## src/cvms_pkg.sv

```systemverilog
// cvms_pkg: shared types, constants and helpers for closest_video_mode_select
// no dependencies; imported by cvms_best and closest_video_mode_select
`timescale 1ns / 1ps
`default_nettype none

package cvms_pkg;

  // field widths
  localparam int unsigned NUM_W   = 8;
  localparam int unsigned DIM_W   = 12;
  localparam int unsigned BPP_W   = 3;
  localparam int unsigned BITS_W  = 6;
  localparam int unsigned GAP_W   = DIM_W + 1;
  localparam int unsigned CHOSE_W = NUM_W + 1;

  // stream packing
  localparam int unsigned IN_DATA_W  = 40;
  localparam int unsigned OUT_DATA_W = 16;

  // search markers
  localparam logic [CHOSE_W-1:0] NO_MODE  = '1;
  localparam logic [GAP_W-1:0]   GAP_NONE = '1;

  // reset values of the request registers
  localparam logic [DIM_W-1:0]  WANTED_WIDTH_RST  = 12'd640;
  localparam logic [DIM_W-1:0]  WANTED_HEIGHT_RST = 12'd480;
  localparam logic [BITS_W-1:0] WANTED_DEPTH_RST  = 6'd8;

  // configuration register indexes
  typedef enum logic [1:0] {
    CFG_WANTED_WIDTH  = 2'd0,
    CFG_WANTED_HEIGHT = 2'd1,
    CFG_WANTED_DEPTH  = 2'd2
  } cfg_idx_t;

  // one mode descriptor
  typedef struct packed {
    logic [NUM_W-1:0] number;
    logic             present;
    logic [DIM_W-1:0] width;
    logic [DIM_W-1:0] height;
    logic [BPP_W-1:0] bpp;
    logic             last;
  } desc_t;

  // absolute distance of two dimensions
  function automatic logic [DIM_W-1:0] gap_of(input logic [DIM_W-1:0] a,
                                              input logic [DIM_W-1:0] b);
    gap_of = (a > b) ? (a - b) : (b - a);
  endfunction

endpackage

`default_nettype wire

```

## src/closest_video_mode_select.sv

```systemverilog
// closest_video_mode_select: top level with descriptor stage and result register
// depends on cvms_pkg and cvms_best
`timescale 1ns / 1ps
`default_nettype none

// Scans a list of video mode descriptors and returns the mode closest to the
// requested width, height and depth. One descriptor beat is taken every clock
// unless a last beat waits. Each beat passes the input register, where the
// best-so-far register is compared and updated; a last beat then loads the
// result into the output register, which holds one result; while it is
// stalled, non-last beats still flow and only a last beat waits.
// Absent modes and modes with zero bytes per pixel are skipped; a list with no
// usable mode returns -1 (all ones). Request registers are written with
// cfg_we, cfg_index and cfg_data and apply to the beats taken after the write,
// also in the middle of a list; write them only while no beat is held in the
// input register.
module closest_video_mode_select (
  input  wire logic                               clk,
  input  wire logic                               rst_n,
  // config write port
  input  wire logic                               cfg_we,
  input  wire logic [1:0]                         cfg_index,
  input  wire logic [cvms_pkg::DIM_W-1:0]         cfg_data,
  // descriptor input
  input  wire logic                               in_tvalid,
  output logic                                    in_tready,
  // in_tdata: mode_number[7:0], mode_present[8], mode_width[20:9],
  //           mode_height[32:21], bytes_per_pixel[35:33], zero pad[39:36]
  input  wire logic [cvms_pkg::IN_DATA_W-1:0]     in_tdata,
  input  wire logic                               in_tlast,
  // result output
  output logic                                    out_tvalid,
  input  wire logic                               out_tready,
  // out_tdata: chosen_mode[8:0], zero pad[15:9]
  output logic      [cvms_pkg::OUT_DATA_W-1:0]    out_tdata
);
  import cvms_pkg::*;

  logic [DIM_W-1:0]   wanted_width_r, wanted_width_nxt;
  logic [DIM_W-1:0]   wanted_height_r, wanted_height_nxt;
  logic [BITS_W-1:0]  wanted_depth_r, wanted_depth_nxt;

  logic               s1_valid_r, s1_valid_nxt;
  desc_t              s1_desc_r, s1_desc_nxt;
  logic               out_valid_r, out_valid_nxt;
  logic [CHOSE_W-1:0] out_chosen_r, out_chosen_nxt;

  logic               in_accept;
  logic               s1_adv;
  desc_t              in_desc;
  logic [CHOSE_W-1:0] chosen;

  // config register writes
  always_comb begin
    wanted_width_nxt  = wanted_width_r;
    wanted_height_nxt = wanted_height_r;
    wanted_depth_nxt  = wanted_depth_r;
    if (cfg_we) begin
      unique case (cfg_index)
        CFG_WANTED_WIDTH:  wanted_width_nxt  = cfg_data;
        CFG_WANTED_HEIGHT: wanted_height_nxt = cfg_data;
        CFG_WANTED_DEPTH:  wanted_depth_nxt  = cfg_data[BITS_W-1:0];
        default:           wanted_width_nxt  = wanted_width_r;
      endcase
    end
  end

  // unpack the input beat
  always_comb begin
    in_desc.number  = in_tdata[7:0];
    in_desc.present = in_tdata[8];
    in_desc.width   = in_tdata[20:9];
    in_desc.height  = in_tdata[32:21];
    in_desc.bpp     = in_tdata[35:33];
    in_desc.last    = in_tlast;
  end

  // handshake: a last beat leaves only when the result register has room
  assign s1_adv    = s1_valid_r && (!s1_desc_r.last || !out_valid_r || out_tready);
  assign in_tready = !s1_valid_r || s1_adv;
  assign in_accept = in_tvalid && in_tready;

  // input stage
  always_comb begin
    s1_valid_nxt = s1_valid_r;
    s1_desc_nxt  = s1_desc_r;
    if (in_accept) begin
      s1_valid_nxt = 1'b1;
      s1_desc_nxt  = in_desc;
    end else if (s1_adv) begin
      s1_valid_nxt = 1'b0;
    end
  end

  // compare and keep the best mode
  cvms_best u_best (
    .clk           (clk),
    .rst_n         (rst_n),
    .upd           (s1_adv),
    .cand          (s1_desc_r),
    .wanted_width  (wanted_width_r),
    .wanted_height (wanted_height_r),
    .wanted_depth  (wanted_depth_r),
    .chosen        (chosen)
  );

  // result register
  always_comb begin
    out_valid_nxt  = out_valid_r;
    out_chosen_nxt = out_chosen_r;
    if (s1_adv && s1_desc_r.last) begin
      out_valid_nxt  = 1'b1;
      out_chosen_nxt = chosen;
    end else if (out_tready) begin
      out_valid_nxt  = 1'b0;
    end
  end

  assign out_tvalid = out_valid_r;
  assign out_tdata  = {{(OUT_DATA_W - CHOSE_W){1'b0}}, out_chosen_r};

  // control and config registers
  always_ff @(posedge clk) begin
    if (!rst_n) begin
      wanted_width_r  <= WANTED_WIDTH_RST;
      wanted_height_r <= WANTED_HEIGHT_RST;
      wanted_depth_r  <= WANTED_DEPTH_RST;
      s1_valid_r      <= 1'b0;
      out_valid_r     <= 1'b0;
    end else begin
      wanted_width_r  <= wanted_width_nxt;
      wanted_height_r <= wanted_height_nxt;
      wanted_depth_r  <= wanted_depth_nxt;
      s1_valid_r      <= s1_valid_nxt;
      out_valid_r     <= out_valid_nxt;
    end
  end

  // payload registers
  always_ff @(posedge clk) begin
    s1_desc_r    <= s1_desc_nxt;
    out_chosen_r <= out_chosen_nxt;
  end

  // reset empties both stages
  a_reset_empty: assert property (@(posedge clk)
    !rst_n |=> !s1_valid_r && !out_valid_r)
    else $error("pipeline not empty after reset");

  // a new result only follows a last beat leaving the input stage
  a_result_source: assert property (@(posedge clk) disable iff (!rst_n)
    $rose(out_valid_r) |-> $past(s1_adv && s1_desc_r.last))
    else $error("result without last descriptor");

  // a last beat never overwrites a result still waiting
  a_no_overwrite: assert property (@(posedge clk) disable iff (!rst_n)
    out_valid_r && !out_tready |-> !(s1_adv && s1_desc_r.last))
    else $error("stalled result overwritten");

endmodule

`default_nettype wire

```

## src/cvms_best.sv

```systemverilog
// cvms_best: best-so-far mode register with the candidate compare
// depends on cvms_pkg
`timescale 1ns / 1ps
`default_nettype none

module cvms_best (
  input  wire logic                          clk,
  input  wire logic                          rst_n,
  input  wire logic                          upd,
  input  wire cvms_pkg::desc_t               cand,
  input  wire logic [cvms_pkg::DIM_W-1:0]    wanted_width,
  input  wire logic [cvms_pkg::DIM_W-1:0]    wanted_height,
  input  wire logic [cvms_pkg::BITS_W-1:0]   wanted_depth,
  output logic      [cvms_pkg::CHOSE_W-1:0]  chosen
);
  import cvms_pkg::*;

  logic [CHOSE_W-1:0] best_number_r, best_number_nxt;
  logic [GAP_W-1:0]   best_wgap_r, best_wgap_nxt;
  logic [GAP_W-1:0]   best_hgap_r, best_hgap_nxt;
  logic [BITS_W-1:0]  best_bits_r, best_bits_nxt;

  logic               qualify;
  logic [GAP_W-1:0]   wgap;
  logic [GAP_W-1:0]   hgap;
  logic [BITS_W-1:0]  bits;
  logic               take;

  // candidate distances and depth
  always_comb begin
    qualify = cand.present && (cand.bpp != '0);
    wgap    = {1'b0, gap_of(cand.width, wanted_width)};
    hgap    = {1'b0, gap_of(cand.height, wanted_height)};
    bits    = {cand.bpp, 3'b000};
  end

  // width first, then height, then depth on a full tie
  always_comb begin
    priority if (wgap < best_wgap_r) begin
      take = 1'b1;
    end else if (wgap > best_wgap_r) begin
      take = 1'b0;
    end else if (hgap < best_hgap_r) begin
      take = 1'b1;
    end else if (hgap > best_hgap_r) begin
      take = 1'b0;
    end else begin
      take = (bits >= best_bits_r) && (bits <= wanted_depth);
    end
  end

  // mode number after this descriptor is judged
  assign chosen = (qualify && take) ? {1'b0, cand.number} : best_number_r;

  // next best state, cleared at the end of a list
  always_comb begin
    best_number_nxt = best_number_r;
    best_wgap_nxt   = best_wgap_r;
    best_hgap_nxt   = best_hgap_r;
    best_bits_nxt   = best_bits_r;
    if (upd) begin
      if (cand.last) begin
        best_number_nxt = NO_MODE;
        best_wgap_nxt   = GAP_NONE;
        best_hgap_nxt   = GAP_NONE;
        best_bits_nxt   = '0;
      end else if (qualify && take) begin
        best_number_nxt = {1'b0, cand.number};
        best_wgap_nxt   = wgap;
        best_hgap_nxt   = hgap;
        best_bits_nxt   = bits;
      end
    end
  end

  always_ff @(posedge clk) begin
    if (!rst_n) begin
      best_number_r <= NO_MODE;
      best_wgap_r   <= GAP_NONE;
      best_hgap_r   <= GAP_NONE;
      best_bits_r   <= '0;
    end else begin
      best_number_r <= best_number_nxt;
      best_wgap_r   <= best_wgap_nxt;
      best_hgap_r   <= best_hgap_nxt;
      best_bits_r   <= best_bits_nxt;
    end
  end

  // a closed list leaves no mode behind
  a_clear_after_last: assert property (@(posedge clk) disable iff (!rst_n)
    upd && cand.last |=> best_number_r == NO_MODE && best_wgap_r == GAP_NONE)
    else $error("best state not cleared after last descriptor");

  // a held mode always carries real width and height distances
  a_gap_with_mode: assert property (@(posedge clk) disable iff (!rst_n)
    best_number_r != NO_MODE |-> best_wgap_r != GAP_NONE && best_hgap_r != GAP_NONE)
    else $error("best mode held without distances");

endmodule

`default_nettype wire
```

## config.mk

```make
export PLATFORM = sky130hd
export DESIGN_NAME = closest_video_mode_select
export DESIGN_NICKNAME = d
export VERILOG_FILES = /design/src/cvms_pkg.sv /design/src/closest_video_mode_select.sv /design/src/cvms_best.sv
export SDC_FILE = /design/constraint.sdc
export NUM_CORES = 1
export LEC_CHECK = 0
export BUFFER_PORTS_ARGS = -buffer_cell sky130_fd_sc_hd__buf_2
export CORE_ASPECT_RATIO = 0.7
export CORE_MARGIN = 3
export CORE_UTILIZATION = 35
export CTS_BUF_LIST = sky130_fd_sc_hd__clkbuf_8
export DETAILED_ROUTE_END_ITERATION = 10
export HOLD_SLACK_MARGIN = 0.15
export PLACE_DENSITY = 0.59
export SYNTH_ARGS = -nofsm -noshare
export SYNTH_HDL_FRONTEND = slang
export SYNTH_HIERARCHICAL = 1
export SYNTH_SLANG_ARGS = --single-unit
```

## constraint.sdc

```tcl
create_clock -name clk -period 4.5 [get_ports clk]
set_clock_uncertainty 0.1 [all_clocks]
set_input_delay 0.225 -clock clk [delete_from_list [all_inputs] [get_ports clk]]
set_output_delay 0.225 -clock clk [all_outputs]
set_load 0.02 [all_outputs]
```

* Yosys cells after proc, flatten, opt, wreduce, memory -nomap -nowiden
Index checks and enable logic that the tools add are counted.
** Cells by class
- $add $sub $neg :: 4
- Order comparisons :: 8
- Eq/ne operators :: 2
- Mux-type cells :: 18
- Reductions and logical operators :: 21
** Operators by type and width (number)
- 13-bit two-way mux :: 4
- 12-bit subtractor :: 4
- 12-bit by 13-bit greater-than comparator with 1-bit output :: 2
- 12-bit by 13-bit less-than comparator with 1-bit output :: 2
- 12-bit greater-than comparator :: 2
- 12-bit two-way mux :: 2
- 9-bit two-way mux :: 2
- 6-bit two-way mux :: 2
- 1-bit two-way mux :: 8
- 2-bit AND reduction :: 4
- 6-bit greater-or-equal comparator :: 1
- 6-bit less-or-equal comparator :: 1
- 1-bit logical AND :: 6
- 2-bit nonzero test :: 3
- 1-bit zero test :: 3
- 1-bit logical OR :: 3
- 3-bit nonzero test :: 1
- 2-bit by 1-bit == test with 1-bit output, second input constant :: 1
- 2-bit == test, second input constant :: 1
- 2-bit zero test :: 1
** Word-level totals
- Flip-flop bits (word level) :: 119
- Output and inout bits :: 18
- Word-level logic and storage cells :: 69

* Logic depth before layout (Yosys ltp)
Gate-level depths: netlist of the first run.
- Depth after elaboration :: 10
- Depth in mapped cells :: 22
- Gate-level depth less buffers :: 20

* By module
Netlist of the first run, hierarchy kept.
** By module, submodules not included
- cvms_best :: times used 1, cells each 559, area an instance 4349.2 µm², seq. area each 740.7 µm²
- closest_video_mode_select :: times used 1, cells each 187, area an instance 2765.2 µm², seq. area each 2021.9 µm²

* Worst setup path before layout of the first run
OpenSTA, ideal clock, no wires.
- Path type :: register to register
- From :: register s1_desc_r[4] (netlist name)
- To :: register out_chosen_r[5] (data pin)
- Setup time :: 260 ps
- Data arrival time :: 4483 ps
- Data required time :: 4140 ps
- Path slack :: -343 ps
- Stages on the path, launching flop included :: 20
- Clock period less this slack :: 4843 ps
- Cell sequence :: edfxtp_1 > inv_1 > ha_1 > inv_1 > fa_1 > a31o_1 > a221o_1 > a21o_1 > a2111o_1 > a21o_1 > and2_1 > ha_1 > and4b_1 > and2_1 > a21boi_0 > nor3_1 > o21ai_0 > a21oi_1 > buf_2 > mux2_2
** Between the ends
- Longest elaborated chain between the ends :: 9
** RTL lines
- start: declaration :: RTL line closest_video_mode_select.sv:44 : desc_t s1_desc_r, s1_desc_nxt;
- start signal: assignment :: RTL line closest_video_mode_select.sv:141 : s1_desc_r <= s1_desc_nxt;
- 12-bit subtractor / 12-bit greater-than comparator (equally long branches) :: RTL line cvms_pkg.sv:49 : gap_of = (a > b) ? (a - b) : (b - a);
- 12-bit two-way mux * :: RTL line cvms_pkg.sv:49
- 12-bit by 13-bit greater-than comparator with 1-bit output :: RTL line cvms_best.sv:45 : end else if (hgap > best_hgap_r) begin
- 1-bit two-way mux :: RTL line cvms_best.sv:45
- 1-bit two-way mux * :: RTL line cvms_best.sv:43 : end else if (hgap < best_hgap_r) begin
- 1-bit two-way mux * :: RTL line cvms_best.sv:41 : end else if (wgap > best_wgap_r) begin
- 1-bit two-way mux * :: RTL line cvms_best.sv:39 : priority if (wgap < best_wgap_r) begin
- 1-bit logical AND * :: RTL line cvms_best.sv:53 : assign chosen = (qualify && take) ? {1'b0, cand.number} : best_number_r;
- 9-bit two-way mux *
- named net chosen[5] :: RTL line closest_video_mode_select.sv:51 : logic [CHOSE_W-1:0] chosen;
- end signal: assignment :: RTL line closest_video_mode_select.sv:142 : out_chosen_r <= out_chosen_nxt;
- end: declaration :: RTL line closest_video_mode_select.sv:46 : logic [CHOSE_W-1:0] out_chosen_r, out_chosen_nxt;
The timed path passes the listed nets; every way through them passes the cells marked *.
A chain may end at the register's enable or synchronous reset.

* Final worst setup path of the first run
- From :: register s1_desc_r[4] (netlist name)
- To :: register out_chosen_r[3] (data pin)
Same word-level chain as after synthesis.

==> impl_summary.md, run 1 <==
Floorplan
The effective utilization at floorplan is 36.69%. The core footprint is 19390 sq um. The die is 176.4 microns wide. The die is 125.3 microns tall.

Pin placement for this block handled 78 I/O pins. The total number of placement rows is 42. The floorplan step defined a die boundary enclosing 22100 sq um.

Synthesis
The part of the Yosys area used for sequential elements is 38.83%. By area the synthesized netlist is led by dfxtp_1 (19%), edfxtp_1 (19%), ha_1 (13%). Counting every instance in the synthesized netlist gives 746. The area share of the largest cell type after synthesis is 19.42%. The count of flip-flops with a built-in enable after synthesis is 46.

Among all flip-flop cells after synthesis, the most frequent one is dfxtp_1. Dividing the synthesized area by the synthesized cell count gives 9.537 sq um. The cell area after synthesis is 7114 sq um. The async set-reset flop share out of synthesis is 0%. The unique cell type count in the Yosys netlist is 69. Of all cell types, the one taking the most synthesized area is dfxtp_1. The synthesis warning total is 6. The register bit count reported by yosys is 115.

Cells and area
The sequential cell area is 2764 sq um. Fill cells in the final layout number 1855. Compared with the post-synthesis result, the final layout area differs by 36.55%. The share of post-route cells with drive strength above 1 is 27.29%.

Summing all multi-input logic gate instances after layout gives 4136 sq um. At the end of the flow, the number of nets in the layout was 1087. The number of antenna diodes in the final layout is 0.

Global route
met1 is the most crowded layer. The via count of the first global-routing pass is 5589. The overall overflow remaining after global route is 0. The global-route met3 utilization is 4.364%. Global routing used 16.19% of the available tracks across all layers.

For met2 alone, demand over resource in global routing was 22.45%. The first-pass GRT wire length is 28640 microns. The initial antenna violation count is 0. The routing usage on met1 is 24.54%.

The maximum number of pins on one net before global-route repair is 45.

Clock tree
The maximum buffer depth of the clock tree is 2. In this run the clock root is driven by a clkbuf_8. Clock latency on the worst-skew pair, taken at its later pin, is 0.45 ns. TritonCTS built the clock tree.

TritonCTS created 17 clock buffers. The CTS sink count is 115. CTS built an H-tree with a depth of 4. Clock-pin slew was measured on the worst setup and hold paths at 0.08 ns.

Pwr
Overall power consumption after layout is estimated at 2.986 mW. The worst-case IR drop observed on VDD is 0.2085 mV. In this run the static leakage power is 4.474 nW. The areal power density over the cells is 307.4 nW/um^2.

Timing
Final hold analysis gives a worst-case slack of 0.3504 ns. The count of final max-slew check failures is 0. Headroom to the max-slew limit came out at 34.35%. The achievable frequency is 219.1 MHz.

The worst setup margin is -0.06360 ns. The final setup violation count is 9. The worst path uses 101.4% of the clock period. The number of endpoints with negative hold slack in the final report is 0.

Setup repair after global routing could not meet its margin everywhere. The routed design could run at a clock period as short as 4.564 ns. The slew at the pin with the worst max-slew slack is 0.9847 ns.

Detailed routing
The first TritonRoute pass finished after 6 iterations. After detailed routing, the average wire length per cell comes to 14.66 microns. The via count of the routed design is 5827. The violation count after the first detailed-route iteration is 297.

The final layout contains routed wiring with a total length of 17940 microns. The number of vias per cell after detailed routing is 4.761. The remaining antenna violation count is 0. After detailed routing, the number of remaining DRC violations is 0.

Setup path
The critical path ends at out_chosen_r[3]$_DFFE_PP_. The number of cells traversed by the worst register-to-register path is 19. The kind of start point of the critical path is a register.

The type of destination of the critical path is a register. The endpoint identified for the worst register-to-register timing path is out_chosen_r[3]$_DFFE_PP_. In this run the worst setup path begins at s1_desc_r[4]$_DFFE_PP_. In this run the critical register-to-register path is launched from s1_desc_r[4]$_DFFE_PP_. Data on the critical path is required at its endpoint by 4.60 ns.

The critical setup path kind is register to register. The peak fanout along the critical path is 4. The worst setup slack for register-to-register paths is -0.06 ns. The critical path arrival is 4.66 ns.

Job
The number of maximum-capacitance violations is 0.

Place
The worst setup slack after placement is -0.1395 ns. The count of buffers added on input and output ports is 66. The congestion estimate from routability-driven global placement came to 0.8715. Detailed placement finished with a half-perimeter wire length of 12570 microns.

Outcome
The final reports fail on negative setup slack. The flow ran to the end, but the final reports show violations.

Hold path
The tightest min-delay check is of the register to register type.
==> per-stage QoR <==
| step | util, % | TNS (ns) | instances | area [sq um] |
|---|---|---|---|---|
| floorplan | - | -0.1512 | 752 | 7164 |
| global placement | 41.98 | -2.962 | 1116 | 8140 |
| detailed placement | 41.98 | -3.592 | 1116 | 8140 |
| CTS | 47.64 | -0.08166 | 1210 | 9239 |
| global route | 50.10 | -7.290 | 1224 | 9714 |
| finish | 50.10 | -0.3111 | 1224 | 9714 |
==> sequential cells by signal (all words and copies together), names as in the netlist <==
signal,count
wanted_height_r,12
u_best/best_wgap_r,13
s1_valid_r,1
s1_desc_r,37
u_best/best_hgap_r,12
out_tvalid,1
out_chosen_r,9
u_best/best_number_r,9
u_best/best_bits_r,3
wanted_width_r,12
wanted_depth_r,6
==> worst min path at each step <==
stage                                         startpoint                                   end  slack (ns)  cells past startpoint
detailed placement                          in_tdata[24]                s1_desc_r[7]$_DFFE_PP_        0.30                      1
global placement                            in_tdata[31]               s1_desc_r[14]$_DFFE_PP_        0.30                      1
global route                                in_tdata[23]                s1_desc_r[6]$_DFFE_PP_        0.35                      2
CTS                                         in_tdata[14]               s1_desc_r[21]$_DFFE_PP_        0.35                      2
floorplan                                       in_tlast                s1_desc_r[0]$_DFFE_PP_        0.22                      0
finish              u_best/best_number_r[8]$_SDFFE_PN1P_  u_best/best_number_r[8]$_SDFFE_PN1P_        0.35                      1
==> critical path, stage by stage (launching register included) <==
cell and delay (ns):
edfxtp_1 0.39, inv_1 0.07, ha_2 0.18, inv_2 0.04
fa_2 0.33, a31o_1 0.23, a221o_1 0.36, a21oi_4 0.25
buf_6 0.17, mux2i_2 0.26, xnor2_2 0.17, ha_1 0.29
and3_1 0.21, o21ai_0 0.15, a21boi_4 0.10, nor3_4 0.21
o21ai_2 0.10, a21oi_4 0.23, clkbuf_16 0.19, mux2_4 0.29
==> cells in the final DEF (no fill, tap or decap), drive strengths merged, types with 5 or more instances in the layout <==
cell type	netlist	routed
buf	24	150
nor2	26	26
a31oi	14	14
a21o	22	22
clkbuf	13	20
nand3	17	17
and2	7	7
conb	1	7
clkinv	0	5
mux2	10	10
nor3	10	10
nand2	85	85
o211ai	23	23
dlygate4sd3	1	61
a21oi	32	32
mux2i	40	40
nand3b	8	8
edfxtp	46	46
and3	6	6
xor2	7	7
xnor2	12	12
nand4b	6	6
inv	89	93
ha	76	76
dfxtp	69	69
nor2b	13	13
o21ai	19	19
nand4	7	7
==> Yosys cell counts (8+ instances only) <==
cell type  count
a21o_1        22
a21oi_1       30
a31oi_1       14
buf_2          9
buf_4         10
clkbuf_1      12
dfxtp_1       69
edfxtp_1      46
ha_1          76
inv_1         89
mux2_2        10
mux2i_1       40
nand2_1       85
nand3_1       17
nand3b_1       8
nor2_1        26
nor2b_1       13
nor3_1        10
o211ai_1      23
o21ai_0       16
xnor2_1       12
==> layer usage <==
metal | part of all wire (%) | routed length (microns) | vias to the layer above
li1 | - | - | 3001
met1 | 52 | 9411 | 2696
met2 | 42 | 7470 | 115
met3 | 5.0 | 903 | 15
met4 | 0.87 | 156 | 0
met5 | 0 | 0 | -
==> report_power, final <==
part,internal (mW),switching [mW],total [mW]
combinational,0.374,0.361,0.735
clock,0.608,0.477,1.08
sequential,1.14,0.0303,1.17
==> what timing repair did <==
action                     4_1_cts  5_1_grt
hold buffers                    61        0
hold endpoints to repair        73        0
resized for setup                9       72
cloned                           0        3
setup endpoints to repair       46       46
pin swaps                        7       27
setup buffers                    1       12
==> cell type report <==
class | count | share of cell area [%]
Multi-Input combinational cell | 510 | 42.58
Sequential cell | 115 | 28.45
Timing Repair Buffer | 214 | 17.63
Clock inverter | 15 | 2.087
Tap cell | 264 | 3.400
Clock buffer | 17 | 2.409
Inverter | 89 | 3.439
==> logic make-up after synthesis <==
group                      after synthesis  share of synthesized area [%]
and+or+nand+nor                        208                          14.83
AOI/OAI and AO/OA                      146                          14.11
buffers and inverters                  127                          8.143
DFF                                    115                          38.83
adders and majority gates               80                          14.49
muxes                                   50                          7.211
xor gates and xnor gates                19                          2.339
other                                    1                        0.05271
No activity file was read; power rests on OpenSTA's default activity.
==> run 2, diff against run 1 <==
PLACE_DENSITY = 0.57   (was 0.59)
RECOVER_POWER = 25   (was unset)
clock period = 4.33 ns   (was 4.5 ns; I/O delays follow)
==> run 2 against run 1 <==
The flow still finishes with violations (negative setup slack). Setup slack got worse by 0.22 ns. Clock power about the same. Via count increased by 1.8%. First-iteration DRC count increased by 26%. Global-route usage increased by 0.66 points. Wire length increased by 1.6%. Maximum frequency decreased by 1.1%. Total power increased by 4.0%. Flip-flop and latch count unchanged. Final area increased by 2.3%. Non-clock buffer count increased by 33. Sequential share of layout area decreased by 0.64 points. Highest routed layer unchanged.
==> impl_summary.md, run 2 (synthesis results as in run 1) <==
Outcome
The flow ran to the end, but the final reports show violations. The checks that failed: negative setup slack.

Setup path
The worst-path cell with the longest stage delay is a221o_1. The worst setup slack for register-to-register paths is -0.29 ns. The critical path contains buffers and inverters numbering 4 combined.

The capture point of the worst reg-to-reg path is out_chosen_r[3]$_DFFE_PP_. For the worst setup path, the data required time is 4.42 ns. In this design, the largest share of critical-path delay is due to compound AO/OA/AOI/OAI gates. The critical path ends at out_chosen_r[3]$_DFFE_PP_. The kind of start point of the critical path is a register.

The number of cells traversed by the worst register-to-register path is 19. The type of destination of the critical path is a register. The delay contributed by the slowest stage of the critical path is 0.40 ns. Along the worst path, the maximum fanout reaches 9.

The startpoint identified for the worst register-to-register timing path is s1_desc_r[4]$_DFFE_PP_. By startpoint and endpoint, the worst setup path is classified as register to register. The critical path goes through inv_1 -> ha_2 -> inv_2 -> fa_2 -> a31o_1 -> a221o_1 -> a21oi_4 -> buf_6 -> mux2i_1 -> xor2_1 -> ha_1 -> and4_1 -> and2_4 -> a21boi_2 -> nor3_2 -> o21ai_2 -> a21oi_2 -> buf_12 -> mux2_2.

The critical path crosses 19 cells after its start point. The critical path arrival is 4.71 ns. In this run the worst setup path begins at s1_desc_r[4]$_DFFE_PP_.

Cells and area
In the final layout, the registers with the most flip-flops are s1_desc_r: 37 flops, u_best/best_wgap_r: 13 flops. The top cell types in the final layout, fill and taps aside, are buf_4 (111), inv_1 (91), nand2_1 (75). The area growth from synthesis to layout is 39.62%. The register with the most flip-flops in the layout has 37 of them.

After the last flow step, the layout net total stands at 1120. The share of post-route cells with drive strength above 1 is 29.91%. The number of antenna diodes in the final layout is 0.

The filler cell count is 1777. Leaving out fill and tap cells, the most frequent cell in the layout is buf_4. The non-filler instance count after layout is 1257.

After routing the design area is 9933 sq um. The largest register by flop count is s1_desc_r.

Clock tree
TritonCTS built the clock tree. The CTS buffer count is 17. The clock reaches the later pin of the worst-skew pair after 0.44 ns. The H-tree was split into 4 levels. The clock-pin slew on the worst setup and hold paths is 0.07 ns. The CTS sink count is 115.

The clock root buffer is clkbuf_8. The clock passes through at most 2 buffers.

Timing
Setup slack on the critical path of the routed design comes to -0.2854 ns. The count of final max-slew check failures is 0. Setup violations remaining at the end of the flow were counted as 45.

Timing would allow up to 216.7 MHz. The fraction of the cycle the final worst path needs is 106.6%. The final-layout setup total negative slack is -5.219 ns. The final critical path time including I/O delays and setup is 4.615 ns. Setup repair after global routing could not meet its margin everywhere. The number of endpoints with negative hold slack in the final report is 0.

The slew at the pin with the worst max-slew slack is 0.9553 ns. The worst slew margin relative to its limit is 36.31%.

Job
The number of maximum-capacitance violations is 0.

Pwr
The total power is 3.104 mW. Summed over all cells, the static leakage comes to 4.624 nW. The areal power density over the cells is 312.5 nW/um^2. The largest voltage drop on the vdd net is 0.3382 mV.

Detailed routing
The via count of the routed design is 5931. The number of optimization iterations in the first detailed-route pass is 4. Dividing the detail-routed via count by the number of cells gives 4.718. The violation count after the first detailed-route iteration is 373.

The total DRC errors in the routed layout is 0. After detailed routing, the average wire length per cell comes to 14.50 microns. The routed design has 18230 microns of wire. Once detail routing completed, the nets flagged for antenna violations numbered 0.

Place
Routability-driven placement finished with a final weighted congestion of 0.8269. At the placement stage, the worst setup path has a slack of -0.3230 ns. During placement, the flow inserted port buffers numbering 66.

In this run the cell area measured after placement is 8373 sq um. The wire-length estimate of the detail-placed layout is 13010 microns. The total instance count after detailed placement is 1146.

Floorplan
The count of pins on the block boundary is 78. The floorplan step set the die height to 125.3 microns. The floorplan step defined a core boundary enclosing 19390 sq um.

The total number of placement rows is 42. The effective utilization at floorplan is 36.69%. The die covers 22100 sq um. The chip width is 176.4 microns.

Global route
The initial antenna violation count is 0. The first-pass GRT wire length is 29790 microns. The via count of the first global-routing pass is 5776.

Entering global routing, the biggest net connects 55 pins. After global routing the overflow that remains totals 0. Global routing used 16.85% of the available tracks.

Hold path
The worst hold path was traced through 3 stages. The worst hold path begins at cfg_data[4]. The min-delay analysis places its worst path in the category input port to register.
## run 2: changes by cell type in the layout (fill, tap and decap cells not counted), sizes merged
cell	delta
buf	+40
clkinv	-2
inv	+1
dlygate4sd3	-4
clkinvlp	-2
## run 2: layout make-up
cell class                      instances  area (sq um)  share of cell area [%]
Multi-Input combinational cell        510          4091                   41.19
Tap cell                              264         330.3                   3.325
Inverter                               89         334.1                   3.363
Timing Repair Buffer                  247          1976                   19.89
Clock buffer                           20         275.3                   2.771
Clock inverter                         12         163.9                   1.650
Sequential cell                       115          2763                   27.81
## run 2: report_power, final
group | leakage, nW | switching (mW) | total [mW] | internal (mW)
logic | 3.38 | 0.379 | 0.780 | 0.401
registers | 1.00 | 0.0313 | 1.21 | 1.18
clock network | 0.238 | 0.446 | 1.11 | 0.666
## run 2: worst reg2reg max path, stage by stage, from the launching register on
cell	delay, ns
edfxtp_1	0.39
inv_1	0.07
ha_2	0.18
inv_2	0.04
fa_2	0.34
a31o_1	0.24
a221o_1	0.40
a21oi_4	0.21
buf_6	0.13
mux2i_1	0.20
xor2_1	0.27
ha_1	0.31
and4_1	0.19
and2_4	0.15
a21boi_2	0.15
nor3_2	0.24
o21ai_2	0.09
a21oi_2	0.19
buf_12	0.16
mux2_2	0.33
## run 2: what timing repair did
| action | CTS | global route |
|---|---|---|
| setup buffers | 10 | 8 |
| resized for setup | 46 | 33 |
| endpoints found under the hold margin | 64 | 0 |
| pin swaps | 19 | 17 |
| hold buffers | 57 | 0 |
| setup endpoints to repair | 46 | 46 |
| gates cloned | 5 | 0 |
## run 2: worst min-delay path by stage
stage	endpoint	slack (ns)
finish	wanted_depth_r[4]$_SDFFE_PN0P_	0.16
global route	wanted_height_r[4]$_SDFFE_PN0P_	0.17
CTS	wanted_depth_r[4]$_SDFFE_PN0P_	0.15
detailed placement	s1_desc_r[9]$_DFFE_PP_	0.29
global placement	s1_desc_r[11]$_DFFE_PP_	0.29
floorplan	s1_desc_r[0]$_DFFE_PP_	0.22
## run 2: per-layer routing
layer	wire, microns	up-vias	track usage [%]
met5	0	-	0
met4	163	0	3.786
met3	635	12	4.000
met2	7826	88	24.52
met1	9604	2761	25.22
li1	-	3070	-
## run 2: stage by stage
stage                     hold WS, ns  util, %
final                          0.1551    51.23
after global routing           0.1685    51.23
after CTS                      0.1524    50.21
after detailed placement       0.2946    43.18
after global placement         0.2939    43.18
after floorplan                0.2154        -
